==> config.mk <==
export PLATFORM = sky130hd
export DESIGN_NAME = mutex_with_fifo_waiters_unit
export DESIGN_NICKNAME = d
export VERILOG_FILES = /design/src/mwf_pkg.sv /design/src/mwf_ram.sv /design/src/mwf_lock_bank.sv /design/src/mutex_with_fifo_waiters_unit.sv
export SDC_FILE = /design/constraint.sdc
export NUM_CORES = 1
export LEC_CHECK = 0
export BUFFER_PORTS_ARGS = -buffer_cell sky130_fd_sc_hd__buf_4
export CAP_MARGIN = 15
export CORE_MARGIN = 3
export CORE_UTILIZATION = 63
export DETAILED_ROUTE_END_ITERATION = 12
export HOLD_SLACK_MARGIN = 0.15
export PLACE_DENSITY = 0.8
export SETUP_SLACK_MARGIN = 0.4
export SYNTH_ARGS = -nofsm -noshare
export SYNTH_HDL_FRONTEND = slang
export SYNTH_HIERARCHICAL = 1
export SYNTH_SLANG_ARGS = --single-unit
==> constraint.sdc <==
create_clock -name clk -period 4.2 [get_ports clk]
set_clock_uncertainty 0.05 [all_clocks]
set_input_delay 0.21 -clock clk [delete_from_list [all_inputs] [get_ports clk]]
set_output_delay 0.21 -clock clk [all_outputs]
set_load 0.01 [all_outputs]
==> src/mwf_pkg.sv <==
// mwf_pkg: shared types and constants for the lock bank with fifo wait queues
// depends on nothing; used by mwf_lock_bank and mutex_with_fifo_waiters_unit

package mwf_pkg;

  // default sizing, used as defaults by the top level parameters
  localparam int NUM_LOCKS_DEF  = 3;
  localparam int WAIT_DEPTH_DEF = 16;
  localparam int PID_BITS_DEF   = 8;

  // fixed port widths
  localparam int LOCK_W   = 2;
  localparam int PID_W    = 8;
  localparam int STATUS_W = 3;

  // request codes
  localparam logic ACT_WAIT   = 1'b0;
  localparam logic ACT_SIGNAL = 1'b1;

  // result status codes
  typedef enum logic [STATUS_W-1:0] {
    ST_ACQUIRED = 3'd0,
    ST_BLOCKED  = 3'd1,
    ST_FREED    = 3'd2,
    ST_HANDOFF  = 3'd3,
    ST_UNLOCKED = 3'd4,
    ST_UNKNOWN  = 3'd5,
    ST_FULL     = 3'd6
  } status_t;

  // request held in the execute stage
  typedef struct packed {
    logic              act;
    logic [LOCK_W-1:0] lock;
  } req_t;

  // one result transfer
  typedef struct packed {
    status_t           status;
    logic [LOCK_W-1:0] lock_echo;
    logic [PID_W-1:0]  holder_pid;
    logic              holder_valid;
  } res_t;

endpackage

==> src/mwf_ram.sv <==
// mwf_ram: generic single write port, single read port ram with registered read
// depends on nothing

module mwf_ram #(
  parameter int WIDTH = 8,
  parameter int DEPTH = 16
) (
  input  logic                     clk,
  input  logic                     wr_en,
  input  logic [$clog2(DEPTH)-1:0] wr_addr,
  input  logic [WIDTH-1:0]         wr_data,
  input  logic [$clog2(DEPTH)-1:0] rd_addr,
  output logic [WIDTH-1:0]         rd_data
);

  logic [WIDTH-1:0] mem [DEPTH];

  // write port and registered read (old data on collision)
  always_ff @(posedge clk) begin
    if (wr_en) begin
      mem[wr_addr] <= wr_data;
    end
    rd_data <= mem[rd_addr];
  end

endmodule

==> src/mwf_lock_bank.sv <==
// mwf_lock_bank: per-lock held flag, owner and queue pointers, plus the decision
// logic of one request; depends on mwf_pkg, drives the waiter ram ports

module mwf_lock_bank #(
  parameter int NUM_LOCKS  = mwf_pkg::NUM_LOCKS_DEF,
  parameter int WAIT_DEPTH = mwf_pkg::WAIT_DEPTH_DEF,
  parameter int PID_BITS   = mwf_pkg::PID_BITS_DEF
) (
  input  logic                                      clk,
  input  logic                                      rst,
  input  logic                                      ex_valid,
  input  mwf_pkg::req_t                             ex_req,
  input  logic [PID_BITS-1:0]                       ex_pid,
  input  logic [PID_BITS-1:0]                       pop_data,
  input  logic [mwf_pkg::LOCK_W-1:0]                rd_lock,
  output logic [$clog2(NUM_LOCKS*WAIT_DEPTH)-1:0]   rd_addr,
  output logic                                      wr_en,
  output logic [$clog2(NUM_LOCKS*WAIT_DEPTH)-1:0]   wr_addr,
  output logic [PID_BITS-1:0]                       wr_data,
  output mwf_pkg::res_t                             res
);

  import mwf_pkg::*;

  localparam int SLOT_W  = $clog2(WAIT_DEPTH);
  localparam int COUNT_W = $clog2(WAIT_DEPTH + 1);
  localparam int ADDR_W  = $clog2(NUM_LOCKS * WAIT_DEPTH);

  logic                held       [NUM_LOCKS];
  logic [PID_BITS-1:0] owner      [NUM_LOCKS];
  logic [SLOT_W-1:0]   head       [NUM_LOCKS];
  logic [SLOT_W-1:0]   tail       [NUM_LOCKS];
  logic [COUNT_W-1:0]  count      [NUM_LOCKS];
  logic                held_next  [NUM_LOCKS];
  logic [PID_BITS-1:0] owner_next [NUM_LOCKS];
  logic [SLOT_W-1:0]   head_next  [NUM_LOCKS];
  logic [SLOT_W-1:0]   tail_next  [NUM_LOCKS];
  logic [COUNT_W-1:0]  count_next [NUM_LOCKS];

  logic                known;
  logic                cur_held;
  logic [PID_BITS-1:0] cur_owner;
  logic [SLOT_W-1:0]   cur_head;
  logic [SLOT_W-1:0]   cur_tail;
  logic [COUNT_W-1:0]  cur_count;
  logic [ADDR_W-1:0]   cur_base;
  logic                do_acq;
  logic                do_push;
  logic                do_free;
  logic                do_pop;

  function automatic logic [SLOT_W-1:0] next_slot(input logic [SLOT_W-1:0] p);
    return (p == SLOT_W'(WAIT_DEPTH - 1)) ? '0 : p + 1'b1;
  endfunction

  // select the addressed lock
  always_comb begin
    known     = 1'b0;
    cur_held  = 1'b0;
    cur_owner = '0;
    cur_head  = '0;
    cur_tail  = '0;
    cur_count = '0;
    cur_base  = '0;
    for (int i = 0; i < NUM_LOCKS; i++) begin
      if (ex_req.lock == LOCK_W'(i)) begin
        known     = 1'b1;
        cur_held  = held[i];
        cur_owner = owner[i];
        cur_head  = head[i];
        cur_tail  = tail[i];
        cur_count = count[i];
        cur_base  = ADDR_W'(i * WAIT_DEPTH);
      end
    end
  end

  // decide the operation and build the result
  always_comb begin
    do_acq  = 1'b0;
    do_push = 1'b0;
    do_free = 1'b0;
    do_pop  = 1'b0;
    res.lock_echo    = ex_req.lock;
    res.status       = ST_UNKNOWN;
    res.holder_pid   = '0;
    res.holder_valid = 1'b0;
    if (known) begin
      if (ex_req.act == ACT_WAIT) begin
        res.holder_valid = 1'b1;
        if (!cur_held) begin
          do_acq         = 1'b1;
          res.status     = ST_ACQUIRED;
          res.holder_pid = PID_W'(ex_pid);
        end else if (cur_count == COUNT_W'(WAIT_DEPTH)) begin
          res.status     = ST_FULL;
          res.holder_pid = PID_W'(cur_owner);
        end else begin
          do_push        = 1'b1;
          res.status     = ST_BLOCKED;
          res.holder_pid = PID_W'(cur_owner);
        end
      end else begin
        if (!cur_held) begin
          res.status = ST_UNLOCKED;
        end else if (cur_count == '0) begin
          do_free    = 1'b1;
          res.status = ST_FREED;
        end else begin
          do_pop           = 1'b1;
          res.status       = ST_HANDOFF;
          res.holder_pid   = PID_W'(pop_data);
          res.holder_valid = 1'b1;
        end
      end
    end
  end

  // waiter ram write on a push
  assign wr_en   = ex_valid && do_push;
  assign wr_addr = cur_base + ADDR_W'(cur_tail);
  assign wr_data = ex_pid;

  // next state of every lock
  always_comb begin
    for (int i = 0; i < NUM_LOCKS; i++) begin
      held_next[i]  = held[i];
      owner_next[i] = owner[i];
      head_next[i]  = head[i];
      tail_next[i]  = tail[i];
      count_next[i] = count[i];
      if (ex_valid && ex_req.lock == LOCK_W'(i)) begin
        if (do_acq) begin
          held_next[i]  = 1'b1;
          owner_next[i] = ex_pid;
        end
        if (do_push) begin
          tail_next[i]  = next_slot(cur_tail);
          count_next[i] = cur_count + 1'b1;
        end
        if (do_free) begin
          held_next[i]  = 1'b0;
          owner_next[i] = '0;
        end
        if (do_pop) begin
          owner_next[i] = pop_data;
          head_next[i]  = next_slot(cur_head);
          count_next[i] = cur_count - 1'b1;
        end
      end
    end
  end

  // read address for the incoming request, from the updated head
  always_comb begin
    rd_addr = '0;
    for (int i = 0; i < NUM_LOCKS; i++) begin
      if (rd_lock == LOCK_W'(i)) begin
        rd_addr = ADDR_W'(i * WAIT_DEPTH) + ADDR_W'(head_next[i]);
      end
    end
  end

  // lock state registers
  always_ff @(posedge clk) begin
    for (int i = 0; i < NUM_LOCKS; i++) begin
      if (rst) begin
        held[i]  <= 1'b0;
        owner[i] <= '0;
        head[i]  <= '0;
        tail[i]  <= '0;
        count[i] <= '0;
      end else begin
        held[i]  <= held_next[i];
        owner[i] <= owner_next[i];
        head[i]  <= head_next[i];
        tail[i]  <= tail_next[i];
        count[i] <= count_next[i];
      end
    end
  end

  // queue occupancy never passes the depth, and waiters only exist on a held lock
  for (genvar g = 0; g < NUM_LOCKS; g++) begin : g_chk
    a_count_bound: assert property (@(posedge clk) disable iff (rst)
      count[g] <= COUNT_W'(WAIT_DEPTH))
      else $error("wait queue count above depth");
    a_waiters_held: assert property (@(posedge clk) disable iff (rst)
      count[g] != '0 |-> held[g])
      else $error("waiters queued on a free lock");
  end

endmodule

==> src/mutex_with_fifo_waiters_unit.sv <==
// mutex_with_fifo_waiters_unit: a request passes the input register and then the
// result register before the done strobe; one request accepted every cycle, busy stays low.
// the pop read is issued at acceptance from the forwarded queue head, with a
// bypass when the same slot is written at that edge.
// synchronous reset clears all locks and queues; waiter ram holds no reset.
// the receiver cannot stall: each result is shown for exactly one cycle.

module mutex_with_fifo_waiters_unit #(
  parameter int NUM_LOCKS  = mwf_pkg::NUM_LOCKS_DEF,
  parameter int WAIT_DEPTH = mwf_pkg::WAIT_DEPTH_DEF,
  parameter int PID_BITS   = mwf_pkg::PID_BITS_DEF
) (
  input  logic                         clk,
  input  logic                         rst,
  input  logic                         start,
  output logic                         busy,
  input  logic                         action,
  input  logic [mwf_pkg::LOCK_W-1:0]   lock_id,
  input  logic [mwf_pkg::PID_W-1:0]    requester_pid,
  output logic                         done,
  output logic [mwf_pkg::STATUS_W-1:0] status,
  output logic [mwf_pkg::LOCK_W-1:0]   lock_echo,
  output logic [mwf_pkg::PID_W-1:0]    holder_pid,
  output logic                         holder_valid
);

  import mwf_pkg::*;

  localparam int DEPTH  = NUM_LOCKS * WAIT_DEPTH;
  localparam int ADDR_W = $clog2(DEPTH);

  logic                ex_valid;
  req_t                ex_req;
  logic [PID_BITS-1:0] ex_pid;
  logic                byp_hit;
  logic [PID_BITS-1:0] byp_data;
  logic [PID_BITS-1:0] ram_q;
  logic [PID_BITS-1:0] pop_data;
  logic [ADDR_W-1:0]   rd_addr;
  logic                wr_en;
  logic [ADDR_W-1:0]   wr_addr;
  logic [PID_BITS-1:0] wr_data;
  res_t                res;
  logic                accept;

  // every request completes in one pass, so the unit never pushes back
  assign busy   = 1'b0;
  assign accept = start && !busy;

  // input register
  always_ff @(posedge clk) begin
    if (rst) begin
      ex_valid <= 1'b0;
    end else begin
      ex_valid <= accept;
    end
    ex_req.act  <= action;
    ex_req.lock <= lock_id;
    ex_pid      <= PID_BITS'(requester_pid);
  end

  // same-edge write to the slot being read
  always_ff @(posedge clk) begin
    byp_hit  <= wr_en && (wr_addr == rd_addr);
    byp_data <= wr_data;
  end

  assign pop_data = byp_hit ? byp_data : ram_q;

  // waiter queues of all locks
  mwf_ram #(
    .WIDTH (PID_BITS),
    .DEPTH (DEPTH)
  ) u_waiters (
    .clk     (clk),
    .wr_en   (wr_en),
    .wr_addr (wr_addr),
    .wr_data (wr_data),
    .rd_addr (rd_addr),
    .rd_data (ram_q)
  );

  // lock state and request decision
  mwf_lock_bank #(
    .NUM_LOCKS  (NUM_LOCKS),
    .WAIT_DEPTH (WAIT_DEPTH),
    .PID_BITS   (PID_BITS)
  ) u_bank (
    .clk      (clk),
    .rst      (rst),
    .ex_valid (ex_valid),
    .ex_req   (ex_req),
    .ex_pid   (ex_pid),
    .pop_data (pop_data),
    .rd_lock  (lock_id),
    .rd_addr  (rd_addr),
    .wr_en    (wr_en),
    .wr_addr  (wr_addr),
    .wr_data  (wr_data),
    .res      (res)
  );

  // result register
  always_ff @(posedge clk) begin
    if (rst) begin
      done <= 1'b0;
    end else begin
      done <= ex_valid;
    end
    status       <= res.status;
    lock_echo    <= res.lock_echo;
    holder_pid   <= res.holder_pid;
    holder_valid <= res.holder_valid;
  end

  // every executed request yields exactly one result transfer, in the next cycle
  a_one_result: assert property (@(posedge clk) disable iff (rst)
    ex_valid |=> done)
    else $error("executed request lost its result");
  a_no_spurious: assert property (@(posedge clk) disable iff (rst)
    !ex_valid |=> !done)
    else $error("result without a request");
  // a lock that is not held reports no holder id
  a_free_no_pid: assert property (@(posedge clk) disable iff (rst)
    done && !holder_valid |-> holder_pid == '0)
    else $error("holder id reported on a free lock");

endmodule
# Word level (Yosys, flattened, before mapping)
# Memories as Yosys holds them, arrays and structs flattened. A register that Yosys moved wholly into a read port is not among the register bits.
# Cells that the tools add are included.
[totals]
regBits = 36
ramBits = 450
mem_count = 6
[classes]
add_sub_neg = 7
eq_ne = 8
mux = 112
bitwise = 15
n_reduce_logical = 8
[mem_list]
columns = ["memory", "depth", "width", "rd", "rd_clocked_by_memory_dff", "write_ports", "line", "rtl"]
rows = [
  ["u_waiters.mem", 48, 8, 1, 1, 1, "mwf_ram.sv:16", "logic [WIDTH-1:0] mem [DEPTH];"],
  ["u_bank.owner", 3, 8, 3, 0, 3, "mwf_lock_bank.sv:30", "logic [PID_BITS-1:0] owner [NUM_LOCKS];"],
  ["u_bank.count", 3, 5, 3, 0, 3, "mwf_lock_bank.sv:33", "logic [COUNT_W-1:0] count [NUM_LOCKS];"],
  ["u_bank.head", 3, 4, 3, 0, 3, "mwf_lock_bank.sv:31", "logic [SLOT_W-1:0] head [NUM_LOCKS];"],
  ["u_bank.tail", 3, 4, 3, 0, 3, "mwf_lock_bank.sv:32", "logic [SLOT_W-1:0] tail [NUM_LOCKS];"],
  ["u_bank.held", 3, 1, 3, 0, 3, "mwf_lock_bank.sv:29", "logic held [NUM_LOCKS];"],
]
[op_table]
columns = ["operator", "n"]
rows = [
  ["2-to-1 mux 8 bit", 20],
  ["2-to-1 mux 4 bit", 27],
  ["2-to-1 mux 5 bit", 16],
  ["2-to-1 mux 1 bit", 39],
  ["2-to-1 mux 9 bit", 3],
  ["2-to-1 mux 6 bit", 3],
  ["OR 1 bit", 15],
  ["2-to-1 mux 3 bit", 4],
  ["adder 4 x 1 -> 4 bit, second input constant", 2],
  ["equality test 4 bit, second input constant", 2],
  ["adder 5 x 4 -> 6 bit, first input constant", 1],
  ["adder 6 x 4 -> 6 bit", 1],
  ["adder 6 x 4 -> 6 bit, first input constant", 1],
  ["equality test 6 bit", 1],
  ["adder 5 x 1 -> 5 bit, second input constant", 1],
  ["equality test 5 bit, second input constant", 1],
  ["logical AND 1 bit", 5],
  ["logical NOT 5 bit", 1],
  ["subtractor 5 x 1 -> 5 bit, second input constant", 1],
  ["equality test 2 x 1 -> 1 bit, second input constant", 2],
  ["equality test 2 bit, second input constant", 2],
  ["logical NOT 2 bit", 2],
]

# Depth between registers and ports, before layout
[logic_depth]
ltp_word = 16
depth_mapped = 19
depth_no_buf = 13

# By module
# The synthesis kept the hierarchy.
[by_module_without_submodules]
columns = ["mod", "instances", "cells_each", "area_per_inst_um2", "seq_area_each_um2"]
rows = [
  ["mwf_ram", 1, 793, 15349.7, 11691.2],
  ["mwf_lock_bank", 1, 417, 3713.6, 1321.3],
  ["mutex_with_fifo_waiters_unit", 1, 57, 947.2, 720.7],
]

# Worst setup path after synthesis
# No wires, ideal clock.
[synth_path]
kind = "reg2reg"
from = "register ex_req[0] (netlist name)"
to = "register u_waiters.rd_data[0] (read register of u_waiters.mem)"
setup_time_ns = 0.134
t_arrival_ns = 3.462
required_ns = 4.016
setup_slack_ns = 0.554
stages_incl_launch_ff = 18
synth_period_minus_slack_ns = 3.646
cell_sequence = "dfxtp_1 > buf_6 > nor2b_1 > buf_6 > buf_2 > o2bb2ai_1 > ha_1 > nand2_1 > o21ba_2 > mux2_2 > nand2_1 > o221ai_1 > buf_4 > buf_6 > mux4_2 > mux4_2 > nand2_1 > o41ai_2"
[synth_via]
elab_chain_len = 14
[synth_lines]
columns = ["element", "line", "rtl"]
rows = [
  ["logical NOT 2 bit", "mwf_lock_bank.sv:66, mwf_lock_bank.sv:132", ""],
  ["2-to-1 mux 5 bit (3 in a row)", "mwf_lock_bank.sv:66", "if (ex_req.lock == LOCK_W'(i)) begin"],
  ["logical NOT 5 bit", "mwf_lock_bank.sv:106", "end else if (cur_count == '0) begin"],
  ["2-to-1 mux 1 bit", "mwf_lock_bank.sv:106", ""],
  ["2-to-1 mux 1 bit", "mwf_lock_bank.sv:104", "if (!cur_held) begin"],
  ["2-to-1 mux 1 bit", "mwf_lock_bank.sv:89", "if (ex_req.act == ACT_WAIT) begin"],
  ["2-to-1 mux 1 bit", "mwf_lock_bank.sv:88", "if (known) begin"],
  ["2-to-1 mux 4 bit", "mwf_lock_bank.sv:145", "if (do_pop) begin"],
  ["2-to-1 mux 4 bit", "mwf_lock_bank.sv:132", "if (ex_valid && ex_req.lock == LOCK_W'(i)) begin"],
  ["adder 5 x 4 -> 6 bit or 2-to-1 mux 4 bit (tied branches)", "mwf_lock_bank.sv:159, mwf_lock_bank.sv:158", ""],
  ["2-to-1 mux 6 bit", "mwf_lock_bank.sv:158", "if (rd_lock == LOCK_W'(i)) begin"],
  ["2-to-1 mux 6 bit (*)", "mwf_lock_bank.sv:158", ""],
  ["net rd_addr[0]", "mutex_with_fifo_waiters_unit.sv:39", "logic [ADDR_W-1:0] rd_addr;"],
  ["end, declared", "mwf_ram.sv:13", "output logic [WIDTH-1:0] rd_data"],
]
# The timed path passes the listed nets; every way through them passes the cells marked *.
# A chain may end at the register's enable or synchronous reset.

# Worst setup path in the final report
[layout_path]
from = "register ex_req[1] (netlist name)"
to = "register u_waiters.rd_data[3] (read register of u_waiters.mem)"
[layout_via]
elab_chain_len = 14
[layout_lines]
columns = ["element", "line"]
rows = [
  ["logical NOT 2 bit", "mwf_lock_bank.sv:66, mwf_lock_bank.sv:132"],
  ["2-to-1 mux 5 bit (3 in a row)", "mwf_lock_bank.sv:66"],
  ["logical NOT 5 bit", "mwf_lock_bank.sv:106"],
  ["2-to-1 mux 1 bit", "mwf_lock_bank.sv:106"],
  ["2-to-1 mux 1 bit", "mwf_lock_bank.sv:104"],
  ["2-to-1 mux 1 bit", "mwf_lock_bank.sv:89"],
  ["2-to-1 mux 1 bit", "mwf_lock_bank.sv:88"],
  ["2-to-1 mux 4 bit", "mwf_lock_bank.sv:145"],
  ["2-to-1 mux 4 bit", "mwf_lock_bank.sv:132"],
  ["adder 5 x 4 -> 6 bit or 2-to-1 mux 4 bit (tied branches)", "mwf_lock_bank.sv:159, mwf_lock_bank.sv:158"],
  ["2-to-1 mux 6 bit", "mwf_lock_bank.sv:158"],
  ["2-to-1 mux 6 bit (*)", "mwf_lock_bank.sv:158"],
  ["net rd_addr[2]", "mutex_with_fifo_waiters_unit.sv:39"],
]
# Marks and branches as above.

==> metrics.cfg <==
[placed_design]
pre_cts_ws_ps = 93.5
hpwlAfterDp_um = 27600
gp_congestion = 0.845
placedCellCount = 1662
port_buffers = 28

[routing]
drt-initial-drc-count = 1517
via_count = 12100
first_pass_iters = 5
ant_nets = 0
finalWirelength_um = 49000
wl_per_cell_um = 27.4
vias_per_cell = 6.75
drc = 0

[finish]
final_layout_size_suffix_gt1_share_pct = 24.1
area_growth_pct = 16.2
fin_cells = 1790
fin_util_pct = 75.2
fin_nets = 1371
antenna_cells = 0

[yosys]
synth_top_area_share_pct = 57.6
synth_top_area_cell = edfxtp_1
avgSynthCellArea_um2 = 15.8
synth_edf_count = 384
synth_seq_area_share_pct = 68.6
synth.net_count = 1284
netlist_top_cells_area = edfxtp_1 58%, dfxtp_1 11%, mux2i_1 9.3%
synth_ff_type = edfxtp_1
async_flop_share_pct = 0
synth_cells = 1267
ys_ff_latch = 494
ys_warn_count = 6
yosysUniqueCellTypes = 69
syn_area_um2 = 20000

[timing]
finalHoldViolCount = 0
relSlewSlack_pct = 19.9
fin_ws_ps = 344
setup_viol = 0
min_period_ps = 3860
worstMarginPinSlew_ps = 1200
hold-worst-slack_ps = 234
finalSetupTns_ps = 0
rsz0062_at_grt = true
slew_viol_final = 0
timing.final.crit_share_pct = 91.8
fmax_ghz = 0.259

[run_status]
status = complete, no violations

[clocking]
numClockSinks = 494
clkLatencyLatePin_ps = 590
cts_tree = done
path_clk_slew_ps = 70
clockRootBuffer = clkbuf_16
cts_max_level = 2
clk_path_buf_depth = 3
cts-buffers-inserted = 48

[setup_path]
cpPeakStageDelay_ps = 370
endpoint_kind = flop
slowest_stage = dfxtp_4
worstPathArrival_ps = 4280
worstPathCellList = buf_12 -> mux2i_1 -> o31a_1 -> a211oi_2 -> buf_4 -> mux2_2 -> nand2_1 -> o221ai_4 -> and2_4 -> buf_12 -> a22o_4 -> a221oi_2 -> o22ai_2 -> buf_4 -> o41ai_2
critical-path-top-delay-family = compound AO/OA/AOI/OAI gates
worst-path-buf-inv = 4
critPathLaunchType = flop
worst-setup-path-type = flop to flop
required_ps = 4620
cp_max_fo = 32

[floorplanning]
start_util_pct = 64.7
die_area_um2 = 33900
die_h_um = 184
chipWidth_um = 184
core.rowCount = 64
io_pins = 30
core-area_um2 = 30900

[global_route]
grt-busiest-layer = met2
grt_use_met2_pct = 46.6
grt_overflow = 0
grt_pass1_vias = 11800
grt_usage_pct = 28.4
grt_start_max_net_pins = 69
met3_usage_pct = 3.93
grt_pass1_wl_um = 72400
use_met1_pct = 40.5
antenna_found_initial = 0

[min_path]
hold_class = input pin to flop

[pwr]
ir_drop_mv = 0.673
cellPowerDensity_nw_per_um2 = 430
p_leak_nw = 7.51

[flow_run]
drv_cap = 0

layout by cell type, fill, tap and decap left out, drive strengths merged, types with 16 or more instances in the layout:
| master | n |
|---|---|
| edfxtp | 384 |
| mux2i | 186 |
| nor2 | 125 |
| dfxtp | 110 |
| buf | 108 |
| clkbuf | 57 |
| a22oi | 40 |
| mux4 | 40 |
| nand2 | 33 |
| a211oi | 31 |
| a21oi | 27 |
| clkinv | 23 |
| a22o | 16 |
| a221oi | 16 |
registers in the layout, summed over array words and instances (netlist names), 8 cells and up:
register / count
u_bank/tail: 12
u_waiters/rd_data: 8
u_bank/count: 15
u_waiters/mem: 384
u_bank/head: 12
holder_pid: 8
u_bank/owner: 24
ex_pid: 8
byp_data: 8
cell type report:
class / instances / area (µm²)
Clock inverter: 36 / 385
Multi-Input combinational cell: 679 / 6040
Clock buffer: 54 / 1290
Sequential cell: 494 / 13700
Inverter: 4 / 15.0
Tap cell: 396 / 495
Fill cell: 1668 / 7660
Timing Repair Buffer: 127 / 1270
power breakdown:
part	internal (mW)	switching [mW]	total (mW)
logic	0.0819	0.103	0.185
clock network	2.60	1.86	4.45
registers	5.29	0.0798	5.37
total	7.97	2.04	10.0
cells in the mapped netlist (4+ instances only):
cell type and number:
nand2b_1 10, o21ai_0 5, nand3_1 7, buf_1 12, o2bb2ai_1 7, dfxtp_1 110
clkbuf_1 25, o22ai_1 9, buf_6 14, a211oi_1 28, a221oi_1 16, nor2b_1 14
o41ai_2 8, nor3_1 13, xor2_1 5, edfxtp_1 384, a221o_1 6, nand2_1 33
a22oi_1 40, mux2_2 4, buf_4 23, nor2_1 120, a21oi_1 27, nor2_2 5
buf_2 15, a2bb2oi_1 6, a22o_1 16, mux4_2 40, nand4_1 4, a31oi_1 5
mux2_4 8, or3_1 4, mux2i_1 186
what timing repair did:
item                                    4_1_cts  5_1_grt
cloned                                        4        3
pin swaps                                     6        4
endpoints found under the setup margin       46      190
resized for setup                            38       37
endpoints found under the hold margin        49        0
hold buffers                                 14        0
buffers inserted                              8        8
metrics by stage:
step / cell area [µm²] / total power, mW
after floorplan: 20000 / 5.53
after global placement: 20800 / 5.62
after detailed placement: 20800 / 5.63
after CTS: 22900 / 10.0
after global routing: 23200 / 10.3
final: 23200 / 10.0
logic make-up (layout without fill, tap and decap cells):
logic type / after synthesis / after routing / synth area share (%)
mux: 238 / 238 / 14.6
buf+inv: 94 / 221 / 2.82
compound gates: 196 / 196 / 7.92
fa+ha+maj: 3 / 3 / 0.188
other cells: 1 / 1 / 0.0187
xor+xnor: 8 / 8 / 0.350
simple gates: 233 / 233 / 5.44
flops: 494 / 494 / 68.6
per-layer routing:
layer / share of wire, % / vias to the layer above
met4: 3.5 / 0
met1: 38 / 6015
li1: - / 5138
met3: 9.6 / 133
met5: 0 / -
met2: 49 / 801
worst paths after layout:
path                                        endpoint  slack, ps  cells past startpoint                from
worst max-delay path            u_waiters/rd_data[3]        340                     15           ex_req[1]
worst min-delay path                       ex_pid[0]        230                      2    requester_pid[0]
worst max register to register  u_waiters/rd_data[3]        340                     15           ex_req[1]
worst min register to register    u_bank/owner[0][6]        450                      2  u_bank/owner[0][6]
Power figures use the tool's default switching activity.
